### src/hdl/dsrs_pkg.sv
// Shared types and codes for the deadline and seek-distance request scheduler.
package dsrs_pkg;

  typedef enum logic [1:0] {
    FUNC_INSERT  = 2'd0,
    FUNC_CANCEL  = 2'd1,
    FUNC_RESCHED = 2'd2,
    FUNC_POP     = 2'd3
  } func_e;

  typedef enum logic [2:0] {
    ST_INSERTED     = 3'd0,
    ST_FULL         = 3'd1,
    ST_ISSUED       = 3'd2,
    ST_NONE         = 3'd3,
    ST_CANCELED     = 3'd4,
    ST_CANCEL_DONE  = 3'd5,
    ST_RESCHED_DONE = 3'd6
  } status_e;

  typedef enum logic [1:0] {
    CS_IDLE,
    CS_SCAN,
    CS_DRAIN,
    CS_FINISH
  } ctrl_state_e;

  typedef struct packed {
    logic [1:0]  func;
    logic [15:0] request_tag;
    logic [15:0] target_id;
    logic [2:0]  command_class;
    logic        has_read_info;
    logic [15:0] file_id;
    logic [47:0] read_offset;
    logic [31:0] read_size;
    logic [47:0] deadline;
    logic [7:0]  priority_req;
    logic [47:0] estimated_completion;
  } req_t;

  typedef struct packed {
    logic [2:0]  status;
    logic [15:0] request_tag_res;
    logic        last;
  } res_t;

  typedef struct packed {
    logic [15:0] tag;
    logic [15:0] target;
    logic [2:0]  cls;
    logic        has_read;
    logic [15:0] file;
    logic [47:0] offset;
    logic [31:0] size;
    logic [47:0] deadline;
    logic [7:0]  prio;
    logic [47:0] estimate;
    logic [15:0] order;
  } entry_t;

  typedef struct packed {
    logic load;
    logic issue;
    logic finish;
  } cmd_t;

  typedef struct packed {
    logic adv;
  } stat_t;

endpackage

### src/hdl/dsrs_ctrl.sv
// Sequencer that walks the request table once per input item.
module dsrs_ctrl import dsrs_pkg::*; #(
  parameter int TABLE_DEPTH = 16
) (
  input  logic                           clk_i,
  input  logic                           rst_ni,
  input  logic                           in_valid_i,
  output logic                           in_ready_o,
  input  stat_t                          stat_i,
  output cmd_t                           cmd_o,
  output logic [$clog2(TABLE_DEPTH)-1:0] idx_o
);

  localparam int IW = $clog2(TABLE_DEPTH);
  localparam logic [IW-1:0] LastIdx = IW'(TABLE_DEPTH - 1);

  ctrl_state_e state_q, state_d;
  logic [IW-1:0] idx_q, idx_d;

  // Register state and scan index
  always_ff @(posedge clk_i or negedge rst_ni) begin
    if (!rst_ni) begin
      state_q <= CS_IDLE;
      idx_q   <= '0;
    end else begin
      state_q <= state_d;
      idx_q   <= idx_d;
    end
  end

  // Next state
  always_comb begin
    state_d = state_q;
    idx_d   = idx_q;
    unique case (state_q)
      CS_IDLE: begin
        if (in_valid_i) begin
          state_d = CS_SCAN;
          idx_d   = '0;
        end
      end
      CS_SCAN: begin
        if (stat_i.adv) begin
          if (idx_q == LastIdx) begin
            state_d = CS_DRAIN;
          end else begin
            idx_d = idx_q + 1'b1;
          end
        end
      end
      CS_DRAIN: begin
        if (stat_i.adv) state_d = CS_FINISH;
      end
      CS_FINISH: begin
        if (stat_i.adv) state_d = CS_IDLE;
      end
      default: state_d = CS_IDLE;
    endcase
  end

  // Commands to the datapath
  always_comb begin
    in_ready_o   = 1'b0;
    cmd_o.load   = 1'b0;
    cmd_o.issue  = 1'b0;
    cmd_o.finish = 1'b0;
    unique case (state_q)
      CS_IDLE: begin
        in_ready_o = 1'b1;
        cmd_o.load = in_valid_i;
      end
      CS_SCAN:   cmd_o.issue  = stat_i.adv;
      CS_DRAIN:  ;
      CS_FINISH: cmd_o.finish = stat_i.adv;
      default:   ;
    endcase
  end

  assign idx_o = idx_q;

endmodule

### config.mk
export PLATFORM = sky130hd
export DESIGN_NAME = dsrs_ctrl
export DESIGN_NICKNAME = d
export VERILOG_FILES = /design/src/hdl/dsrs_pkg.sv /design/src/hdl/dsrs_ctrl.sv
export SDC_FILE = /design/constraint.sdc
export NUM_CORES = 1
export LEC_CHECK = 0
export BUFFER_PORTS_ARGS = -buffer_cell sky130_fd_sc_hd__buf_2
export CORE_AREA = 2 2 39 41
export DETAILED_ROUTE_END_ITERATION = 7
export DIE_AREA = 0 0 41 43
export PLACE_DENSITY = 0.54
export SYNTH_ARGS = -nofsm -noshare
export SYNTH_HDL_FRONTEND = slang
export SYNTH_SLANG_ARGS = --single-unit
### constraint.sdc
create_clock -name clk_i -period 1.7 [get_ports clk_i]
set_input_delay 0.51 -clock clk_i [delete_from_list [all_inputs] [get_ports clk_i]]
set_output_delay 0.51 -clock clk_i [all_outputs]
set_load 0.1 [all_outputs]
==> flow_summary.ini <==
[sta]
maxSlewViolCount = 0
worst_slew_pin_slew_ns = 0.484
finClkSkew_ns = 0.0137
fin_crit_sh_pct = 102
finalCriticalPeriod_ns = 1.74
rsz0062_at_grt = true
hold_violations = 0
setup_violations = 4
fin_hold_ws_ns = 0.0710
setup_ws_ns = -0.0401
max_freq_ghz = 0.575
slew_headroom_pct = 68.0

[clock_tree]
cts_tree = yes
clk_path_buf_depth = 2
cts-root-buf = clkbuf_4
cts_sinks = 6
cts_hold_buf = 0
clk_pin_slew_ns = 0.06
clkLatencyLatePin_ns = 0.25
cts_buffers = 3
htreeDepth = 1

[worst_setup_path]
path_max_fanout = 4
cp-start-kind = flop
crit_chain = inv_2, ha_4, and2_4, buf_12
worstPathRequired_ns = 1.19
r2r-start = state_q[0]$_DFFE_PN0P_
worstReg2RegEnd = idx_o[2]$_DFFE_PN0P_
end_kind = primary output
critPathArrivalTime_ns = 1.23
critPathSlowestCell = dfrtp_2
startpoint = state_q[0]$_DFFE_PN0P_
reg2reg_slack_ns = 0.06
rr_worst_depth = 6
criticalPathCategory = reg2out
max_stage_delay_ns = 0.44

[cells_and_area]
final_cell_mix = buf_2 (7), buf_4 (6), buf_12 (4)
nNetsFinal = 74
multi_input_area_sq_um = 314
antennaDiodeCount = 0
nFillCells = 135
final_common_cell = buf_2
seq_area_sq_um = 161
drive_above_1_share_pct = 63.5
syn_to_final_growth_pct = 66.7

[detailed_routing]
routed_wl_um = 927
wl_per_cell_um = 11.7
ant_nets = 0
first_pass_iters = 2
vias_per_cell = 4.78
via_count = 378
drc = 0
drt-initial-drc-count = 4

[global_routing]
grtUsageTotal_pct = 13.3
grt_max_degree = 7
grt_antenna_before_repair = 0
grt_overflow = 0
grt_pass1_wl_um = 1550
grt_pass1_vias = 376

[logic_synthesis]
syn_inst = 42
ys_ff_latch = 6
synth-seq-area-share_pct = 35.7
mappedNetlistNets = 52
avgSynthCellArea_sq_um = 10.0
ys_warn_count = 0
synthesis.area_sq_um = 420
synth_cell_types = 17

[die]
initial_core_util_pct = 30.4
die_w_um = 41
dieArea_sq_um = 1760
num_io_pins = 12
std_cell_rows = 14
core_sq_um = 1380
die_h_um = 43

[flow_run]
drv_cap = 0

[placed_design]
post-dp-hpwl_um = 679
port_buffers = 11
post-place-ws_ns = 0.0672
place_congestion = 0.608

[outcome]
outcome = finished, violations left
violations = setup timing

[hold_path]
hp-class = in2async
-- synth_stat cells (all sizes together) --
cell type | instances | area share, %
nor3b | 1 | 1.8
nand2 | 2 | 1.8
nor3 | 2 | 2.4
nor2 | 3 | 2.7
nand2b | 1 | 1.5
nand3 | 1 | 1.2
inv | 5 | 4.5
mux2 | 2 | 5.4
and2 | 3 | 4.5
o221ai | 1 | 2.1
mux2i | 3 | 7.1
a221o | 3 | 7.4
a21oi | 1 | 1.2
ha | 6 | 18
dfrtp | 6 | 36
and3 | 2 | 3.0
-- cell type report --
type | count | share of cell area, %
multi-input cells | 31 | 44.8
flip-flops and latches | 6 | 23.0
repair buffers | 17 | 22.9
clock buffers | 4 | 3.75
well taps | 16 | 2.86
inverters | 5 | 2.68
-- metal layers --
metal | track usage [%] | wire length [um] | share of wire, % | up-vias
met5 | 0 | 0 | 0 | -
met4 | 2.00 | 0 | 0 | 0
met3 | 9.42 | 34 | 3.7 | 0
met2 | 19.4 | 494 | 53 | 6
met1 | 16.0 | 398 | 43 | 181
li1 | - | - | - | 191
-- repair_timing --
item / in CTS / in global routing
setup endpoints to repair: 3 / 8
gates resized for setup: 6 / 2
cloned: 0 / 0
pin swaps: 3 / 1
buffers inserted: 3 / 1
-- metrics by stage --
step	setup TNS, ns	cell area (sq um)	instances	util, %
2_1_floorplan	-0.225	465	42	-
3_3_place_gp	0	616	71	44.5
3_5_place_dp	0	616	71	44.5
4_1_cts	-0.211	683	78	49.4
5_1_grt	-0.388	701	79	50.6
6_report	-0.119	701	79	50.6
-- flip-flops by register name, summed over array words and instances (netlist names) --
register and flops:
idx_o 4, state_q 2
-- worst max-delay path by stage --
stage	end	cells after the start	slack (ns)
3_5_place_dp	idx_o[2]$_DFFE_PN0P_	4	0.07
3_3_place_gp	idx_o[3]$_DFFE_PN0P_	4	0.07
4_1_cts	cmd_o[2]	4	-0.07
2_1_floorplan	idx_o[2]$_DFFE_PN0P_	4	-0.07
5_1_grt	cmd_o[2]	4	-0.11
6_report	cmd_o[2]	4	-0.04
-- worst max-delay path, delay by kind of cell (launching register included) --
kind | cells | cell delay, ns
adder cells (fa/ha/maj) | 1 | 0.15
buffers and inverters | 2 | 0.25
AND/OR/NAND/NOR | 1 | 0.15
flip-flops | 1 | 0.44
-- logic make-up after synthesis --
kind of cell    Yosys count  share of synthesized area [%]
mux                       5                           12.5
fa+ha+maj                 6                           17.9
compound gates            5                           10.7
buf+inv                   5                           4.46
flops                     6                           35.7
simple gates             15                           18.8
Power is left out: the tool's default activity adds up to more than one toggle a clock period on the data nets, which glitch-free logic cannot reach.
