==> config.mk <==
export PLATFORM = sky130hd
export DESIGN_NAME = dsrs_dpath
export DESIGN_NICKNAME = d
export VERILOG_FILES = /design/src/hdl/dsrs_pkg.sv /design/src/hdl/dsrs_dpath.sv
export SDC_FILE = /design/constraint.sdc
export NUM_CORES = 2
export LEC_CHECK = 0
export BUFFER_PORTS_ARGS = -buffer_cell sky130_fd_sc_hd__buf_4
export CELL_PAD_IN_SITES_DETAIL_PLACEMENT = 0
export CELL_PAD_IN_SITES_GLOBAL_PLACEMENT = 1
export CORE_MARGIN = 8
export CORE_UTILIZATION = 60
export DETAILED_ROUTE_END_ITERATION = 10
export PLACE_DENSITY = 0.87
export SETUP_SLACK_MARGIN = 0.1
export SKIP_LAST_GASP = 1
export SYNTH_ARGS = -nofsm -noshare
export SYNTH_HDL_FRONTEND = slang
export SYNTH_SLANG_ARGS = --single-unit
==> constraint.sdc <==
create_clock -name clk_i -period 77.6 [get_ports clk_i]
set_clock_uncertainty 0.05 [all_clocks]
set_input_delay 0 -clock clk_i [delete_from_list [all_inputs] [get_ports clk_i]]
set_output_delay 0 -clock clk_i [all_outputs]
set_load 0.01 [all_outputs]
==> src/hdl/dsrs_pkg.sv <==
// Shared types and codes for the deadline and seek-distance request scheduler.
package dsrs_pkg;

  typedef enum logic [1:0] {
    FUNC_INSERT  = 2'd0,
    FUNC_CANCEL  = 2'd1,
    FUNC_RESCHED = 2'd2,
    FUNC_POP     = 2'd3
  } func_e;

  typedef enum logic [2:0] {
    ST_INSERTED     = 3'd0,
    ST_FULL         = 3'd1,
    ST_ISSUED       = 3'd2,
    ST_NONE         = 3'd3,
    ST_CANCELED     = 3'd4,
    ST_CANCEL_DONE  = 3'd5,
    ST_RESCHED_DONE = 3'd6
  } status_e;

  typedef enum logic [1:0] {
    CS_IDLE,
    CS_SCAN,
    CS_DRAIN,
    CS_FINISH
  } ctrl_state_e;

  typedef struct packed {
    logic [1:0]  func;
    logic [15:0] request_tag;
    logic [15:0] target_id;
    logic [2:0]  command_class;
    logic        has_read_info;
    logic [15:0] file_id;
    logic [47:0] read_offset;
    logic [31:0] read_size;
    logic [47:0] deadline;
    logic [7:0]  priority_req;
    logic [47:0] estimated_completion;
  } req_t;

  typedef struct packed {
    logic [2:0]  status;
    logic [15:0] request_tag_res;
    logic        last;
  } res_t;

  typedef struct packed {
    logic [15:0] tag;
    logic [15:0] target;
    logic [2:0]  cls;
    logic        has_read;
    logic [15:0] file;
    logic [47:0] offset;
    logic [31:0] size;
    logic [47:0] deadline;
    logic [7:0]  prio;
    logic [47:0] estimate;
    logic [15:0] order;
  } entry_t;

  typedef struct packed {
    logic load;
    logic issue;
    logic finish;
  } cmd_t;

  typedef struct packed {
    logic adv;
  } stat_t;

endpackage

==> src/hdl/dsrs_dpath.sv <==
// Request table, selection compare and result register of the scheduler.
module dsrs_dpath import dsrs_pkg::*; #(
  parameter int TABLE_DEPTH = 16
) (
  input  logic                           clk_i,
  input  logic                           rst_ni,
  input  cmd_t                           cmd_i,
  input  logic [$clog2(TABLE_DEPTH)-1:0] idx_i,
  input  req_t                           in_data_i,
  output stat_t                          stat_o,
  output logic                           out_valid_o,
  input  logic                           out_ready_i,
  output res_t                           out_data_o
);

  localparam int IW = $clog2(TABLE_DEPTH);

  entry_t mem_q [TABLE_DEPTH];
  entry_t rd_q;
  req_t   req_q;

  logic [TABLE_DEPTH-1:0] valid_q;
  logic          s_vld_q, s_ent_q;
  logic [IW-1:0] s_idx_q;
  logic          found_q;

  entry_t        best_q;
  logic          best_found_q, best_panic_q, best_same_q;
  logic [47:0]   best_dist_q;
  logic [15:0]   best_age_q;
  logic [IW-1:0] best_idx_q;

  logic [15:0] cnt_q;
  logic [15:0] last_file_q;
  logic        last_fv_q;
  logic [47:0] last_end_q;

  logic out_valid_q;
  res_t out_q;

  logic adv, proc, match, better;
  logic c_panic, c_same;
  logic [47:0] c_dist;
  logic [15:0] c_age;
  logic mem_we;
  entry_t mem_wd;
  logic beat;
  res_t beat_d;
  logic [48:0] end_sum;
  logic [47:0] end_sat;
  logic do_insert, do_resched, do_cancel, take_best;

  assign adv        = !out_valid_q || out_ready_i;
  assign proc       = s_vld_q && adv;
  assign stat_o.adv = adv;

  // Compare terms of the entry under scan
  assign match   = s_ent_q && (rd_q.target == req_q.target_id);
  assign c_panic = rd_q.estimate > rd_q.deadline;
  assign c_same  = last_fv_q && (rd_q.file != 16'd0) && (rd_q.file == last_file_q);
  assign c_dist  = (rd_q.offset >= last_end_q) ? (rd_q.offset - last_end_q)
                                               : (last_end_q - rd_q.offset);
  assign c_age   = cnt_q - rd_q.order;

  // Decide whether the scanned entry beats the current pick
  always_comb begin
    priority if (rd_q.cls != best_q.cls) begin
      better = rd_q.cls > best_q.cls;
    end else if (rd_q.has_read && best_q.has_read && c_panic && best_panic_q &&
                 (rd_q.prio != best_q.prio)) begin
      better = rd_q.prio > best_q.prio;
    end else if (rd_q.has_read && best_q.has_read && c_panic && best_panic_q &&
                 (rd_q.deadline != best_q.deadline)) begin
      better = rd_q.deadline < best_q.deadline;
    end else if (rd_q.has_read && best_q.has_read && (c_panic != best_panic_q)) begin
      better = c_panic;
    end else if (rd_q.has_read && best_q.has_read && !c_panic && !best_panic_q &&
                 c_same && best_same_q && (c_dist != best_dist_q)) begin
      better = c_dist < best_dist_q;
    end else if (rd_q.has_read && best_q.has_read && !c_panic && !best_panic_q &&
                 (c_same != best_same_q)) begin
      better = c_same;
    end else begin
      better = c_age > best_age_q;
    end
  end

  assign do_insert  = proc && (req_q.func == FUNC_INSERT) && !found_q && !s_ent_q;
  assign do_resched = proc && (req_q.func == FUNC_RESCHED) && match && rd_q.has_read;
  assign do_cancel  = proc && (req_q.func == FUNC_CANCEL) && match;
  assign take_best  = proc && (req_q.func == FUNC_POP) && s_ent_q &&
                      (!best_found_q || better);

  // Build the table write word
  always_comb begin
    mem_we = do_insert || do_resched;
    mem_wd = rd_q;
    if (do_insert) begin
      mem_wd.tag      = req_q.request_tag;
      mem_wd.target   = req_q.target_id;
      mem_wd.cls      = req_q.command_class;
      mem_wd.has_read = req_q.has_read_info;
      mem_wd.file     = req_q.file_id;
      mem_wd.offset   = req_q.read_offset;
      mem_wd.size     = req_q.read_size;
      mem_wd.deadline = req_q.deadline;
      mem_wd.prio     = req_q.priority_req;
      mem_wd.estimate = req_q.estimated_completion;
      mem_wd.order    = cnt_q;
    end else begin
      mem_wd.deadline = req_q.deadline;
      mem_wd.prio     = req_q.priority_req;
    end
  end

  // Table memory with registered read
  always_ff @(posedge clk_i) begin
    if (mem_we) mem_q[s_idx_q] <= mem_wd;
    if (cmd_i.issue) rd_q <= mem_q[idx_i];
  end

  // End offset of the issued read, saturated
  assign end_sum = {1'b0, best_q.offset} + {17'd0, best_q.size};
  assign end_sat = end_sum[48] ? {48{1'b1}} : end_sum[47:0];

  // Pick the next result beat
  always_comb begin
    beat   = 1'b0;
    beat_d = out_q;
    if (do_cancel) begin
      beat   = 1'b1;
      beat_d = '{status: ST_CANCELED, request_tag_res: rd_q.tag, last: 1'b0};
    end else if (cmd_i.finish) begin
      beat = 1'b1;
      unique case (req_q.func)
        FUNC_INSERT: beat_d = '{status: found_q ? ST_INSERTED : ST_FULL,
                                request_tag_res: req_q.request_tag, last: 1'b1};
        FUNC_CANCEL: beat_d = '{status: ST_CANCEL_DONE,
                                request_tag_res: req_q.request_tag, last: 1'b1};
        FUNC_RESCHED: beat_d = '{status: ST_RESCHED_DONE,
                                 request_tag_res: req_q.request_tag, last: 1'b1};
        FUNC_POP: beat_d = best_found_q ?
                           '{status: ST_ISSUED, request_tag_res: best_q.tag, last: 1'b1} :
                           '{status: ST_NONE, request_tag_res: 16'd0, last: 1'b1};
        default: beat_d = out_q;
      endcase
    end
  end

  // Payload registers: item, scan stage, best pick
  always_ff @(posedge clk_i) begin
    if (cmd_i.load) req_q <= in_data_i;
    if (cmd_i.issue) s_idx_q <= idx_i;
    if (take_best) begin
      best_q       <= rd_q;
      best_panic_q <= c_panic;
      best_same_q  <= c_same;
      best_dist_q  <= c_dist;
      best_age_q   <= c_age;
      best_idx_q   <= s_idx_q;
    end
    if (beat) out_q <= beat_d;
  end

  // Control state: valid bits, scan stage, counters, last issue
  always_ff @(posedge clk_i or negedge rst_ni) begin
    if (!rst_ni) begin
      valid_q      <= '0;
      s_vld_q      <= 1'b0;
      s_ent_q      <= 1'b0;
      found_q      <= 1'b0;
      best_found_q <= 1'b0;
      cnt_q        <= '0;
      last_file_q  <= '0;
      last_fv_q    <= 1'b0;
      last_end_q   <= '0;
      out_valid_q  <= 1'b0;
    end else begin
      if (adv) s_vld_q <= cmd_i.issue;
      if (cmd_i.issue) s_ent_q <= valid_q[idx_i];
      if (cmd_i.load) begin
        found_q      <= 1'b0;
        best_found_q <= 1'b0;
      end
      if (do_insert) begin
        found_q          <= 1'b1;
        valid_q[s_idx_q] <= 1'b1;
      end
      if (do_cancel) valid_q[s_idx_q] <= 1'b0;
      if (take_best) best_found_q <= 1'b1;
      if (cmd_i.finish && (req_q.func == FUNC_INSERT) && found_q) cnt_q <= cnt_q + 1'b1;
      if (cmd_i.finish && (req_q.func == FUNC_POP) && best_found_q) begin
        valid_q[best_idx_q] <= 1'b0;
        if (best_q.file != 16'd0) begin
          last_file_q <= best_q.file;
          last_fv_q   <= 1'b1;
          last_end_q  <= end_sat;
        end
      end
      if (beat) begin
        out_valid_q <= 1'b1;
      end else if (out_ready_i) begin
        out_valid_q <= 1'b0;
      end
    end
  end

  assign out_valid_o = out_valid_q;
  assign out_data_o  = out_q;

endmodule

==> impl_metrics.csv <==
group,metric,value,unit
status,outcome,"complete, no violations",
synth,syn-num-nets,9985,
clock_network,h-tree-depth,5,
cells_and_area,nets,11000,
sta,setup_viol,0,
placed_design,portBuffers,269,
floorplan,num_rows,208,
clock_network,clk_pin_slew,0.06,ns
floorplan,core,321000,um^2
detailed_routing,drc,0,
floorplan,die-area,341000,um^2
cells_and_area,fill_cells,18600,
global_routing,grt_usage,30.2,%
detailed_routing,wl_per_cell,34.3,um
clock_network,cts_tree,"done",
setup_path,crit_path_end_kind,"flop",
sta,finalHoldViolCount,0,
detailed_routing,via_count,102000,
clock_network,cts_max_path_buffers,4,
detailed_routing,initialDrtViolationCount,14600,
cells_and_area,final_common_cell,"edfxtp_1",
synth,syn_avg_cell_area,20.5,um^2
global_routing,grt_pass1_wl,746,mm
setup_path,start_kind,"flop",
global_routing,antenna_found_initial,27,
detailed_routing,wl,519,mm
min_path,min-delay-start,"cmd_i[1]",
cells_and_area,final_cell_mix,"4788 x edfxtp_1, 1224 x mux4_2, 632 x nand2_1",
sta,relSlewSlack,1.96,%
sta,finalSetupTns,0,ns
clock_network,root_buffer,"clkbuf_16",
synth,ys_seq_area_share,75.6,%
detailed_routing,viasPerCell,6.77,
floorplan,die-width,584,um
sta,fin_crit_sh,11.5,%
sta,min_period,8.91,ns
floorplan,initial_core_util,60.3,%
synth,async_flop_share,2.09,%
sta,drv_slew,0,
sta,tightest_slew,1.46,ns
global_routing,grt_pass1_vias,106000,
detailed_routing,postRouteAntennaNets,0,
placed_design,finalWeightedCongestion,0.902,
clock_network,cts_buffers,463,
clock_network,cts.sinks,4890,
floorplan,die_h,584,um
setup_path,critPathArrivalTime,9.43,ns
synth,syn_area,193000,um^2
global_routing,grt_max_degree,146,
clock_network,clock_latency,1.02,ns
synth,synth.distinct_cells,94,
setup_path,crit_required,78.12,ns
synth,yosysWarnings,0,
synth,yosys_most_used_dff,"edfxtp_1",
setup_path,path_class,"flop to flop",
sta,fmax,112,MHz
cells_and_area,drive_gt1_share,22.5,%
clock_network,cts_resized,0,
cells_and_area,syn2layout_area_growth,14.3,%
synth,synthCells,9414,
floorplan,pin_count,270,
sta,rsz0062_at_grt,"no",
setup_path,path_max_fanout,61,
power_and_ir_drop,p_total,5800,uW
run,cap_violations,0,
placed_design,dp_hpwl,252,mm
min_path,hp-class,"input port to flop",
synth,synth_edf_count,4788,
power_and_ir_drop,powerDensity,26.2,nW/um^2
synth,synth-seq-cells,4890,
power_and_ir_drop,leakagePower,0.0739,uW
setup_path,startpoint,"rd_q[165]",
power_and_ir_drop,ir_drop,0.0216,mV
setup_path,r2r_start,"rd_q[165]",
detailed_routing,dr.pass1.iters,6,
global_routing,gr-total-overflow,0,
## state kept, by name, summed over array words and instances (netlist names), 4 cells and up
register,cells
best_age_q,16
best_dist_q,48
best_idx_q,4
best_q,172
cnt_q,16
last_end_q,48
last_file_q,16
mem_q,4032
mem_wd,56
out_data_o,20
rd_q,252
req_q,182
s_idx_q,4
valid_q,16
## critical path, cell delays in order (launching register included)
cell and delay (ns):
edfxtp_1 0.38, inv_1 0.07, ha_1 0.49, nand4_1 0.31, nor3_1 0.44, nand3_1 0.17
nand2_1 0.24, a41oi_2 0.29, nand2_2 0.13, buf_4 0.49, o21ai_0 0.31, o221ai_1 0.64
a31oi_1 0.28, o31ai_1 0.32, xor2_1 0.15, ha_1 0.32, nand4_1 0.13, or4b_2 0.69
nand3b_1 0.22, o221ai_1 0.20, a21oi_1 0.11, nor2_1 0.15, o21ai_0 0.17, a21oi_4 0.21
buf_4 0.54, buf_4 0.90
## what timing repair did
item	in CTS	in global routing
setup endpoints to repair	0	0
endpoints found under the hold margin	729	0
hold buffers	490	0
setup buffers	0	0
## path summary, 6_finish.rpt
path	endpoint	slack [ns]	cells after the start
max	best_q[76]	68.69	25
min	rd_q[203]	0.05	2
max reg2reg	best_q[76]	68.69	25
min reg2reg	best_q[150]	0.42	0
max in group asynchronous	last_end_q[17]	75.14	6
min in group asynchronous	out_valid_o	0.49	4
## cell usage after synthesis, drive strengths merged, types with 75 or more instances
cell type / number / share of area [%]
buf: 149 / 0.34
dfrtp: 102 / 1.3
nor2: 164 / 0.32
nand2: 634 / 1.2
o21ai: 175 / 0.45
clkbuf: 281 / 0.55
edfxtp: 4788 / 74
a21oi: 267 / 0.69
inv: 346 / 0.67
xnor2: 81 / 0.37
mux4: 1224 / 14
a21o: 120 / 0.47
nor2b: 75 / 0.24
ha: 319 / 2.1
## per-layer routing
metal  track usage [%]  up-vias  share of wire, %
met5                 0        -             0.011
met4              11.6       10               4.3
met3              5.54     1251                12
met2              49.4     7666                49
met1              41.0    53000                35
li1                  -    40400                 -
## cell families (layout without fill, tap and decap cells)
| logic type | count (synthesis) | in the layout | share of synthesized area [%] |
|---|---|---|---|
| adders and majority gates | 323 | 323 | 2.10 |
| muxes | 1283 | 1283 | 14.6 |
| other | 0 | 7 | 0 |
| buffers and inverters | 776 | 2174 | 1.55 |
| and+or+nand+nor | 1135 | 1135 | 2.62 |
| xor gates and xnor gates | 140 | 140 | 0.634 |
| AOI/OAI and AO/OA | 867 | 867 | 2.88 |
| DFF | 4890 | 4890 | 75.6 |
## power breakdown
| part | switching (uW) | total [uW] | internal [uW] |
|---|---|---|---|
| clock | 1010 | 2270 | 1260 |
| sequential | 42.2 | 3040 | 2990 |
| combinational | 300 | 499 | 199 |
## metrics by stage
step | hold WS [ns] | util [%] | std cells | setup WS (ns) | cell area, um^2
2_1_floorplan | -0.346 | - | 9414 | 50.85 | 193000
3_3_place_gp | -0.242 | 62.7 | 13800 | 69.21 | 201000
3_5_place_dp | -0.241 | 62.7 | 13800 | 69.03 | 201000
4_1_cts | 0.0201 | 68.9 | 15100 | 68.98 | 221000
5_1_grt | 0.0497 | 68.9 | 15100 | 68.38 | 221000
6_report | 0.0543 | 68.9 | 15100 | 68.69 | 221000
## area by class of cell
class	count	area, um^2	share of cell area, %
Sequential cell	4890	146000	66.2
Multi-Input combinational cell	3748	44300	20.0
Clock buffer	559	12000	5.43
Timing Repair Buffer	972	8930	4.04
Tap cell	4305	5390	2.44
Clock inverter	297	2900	1.31
Inverter	346	1300	0.587
Antenna cell	7	17.5	0.00792
(Power assumes the default switching activity.)
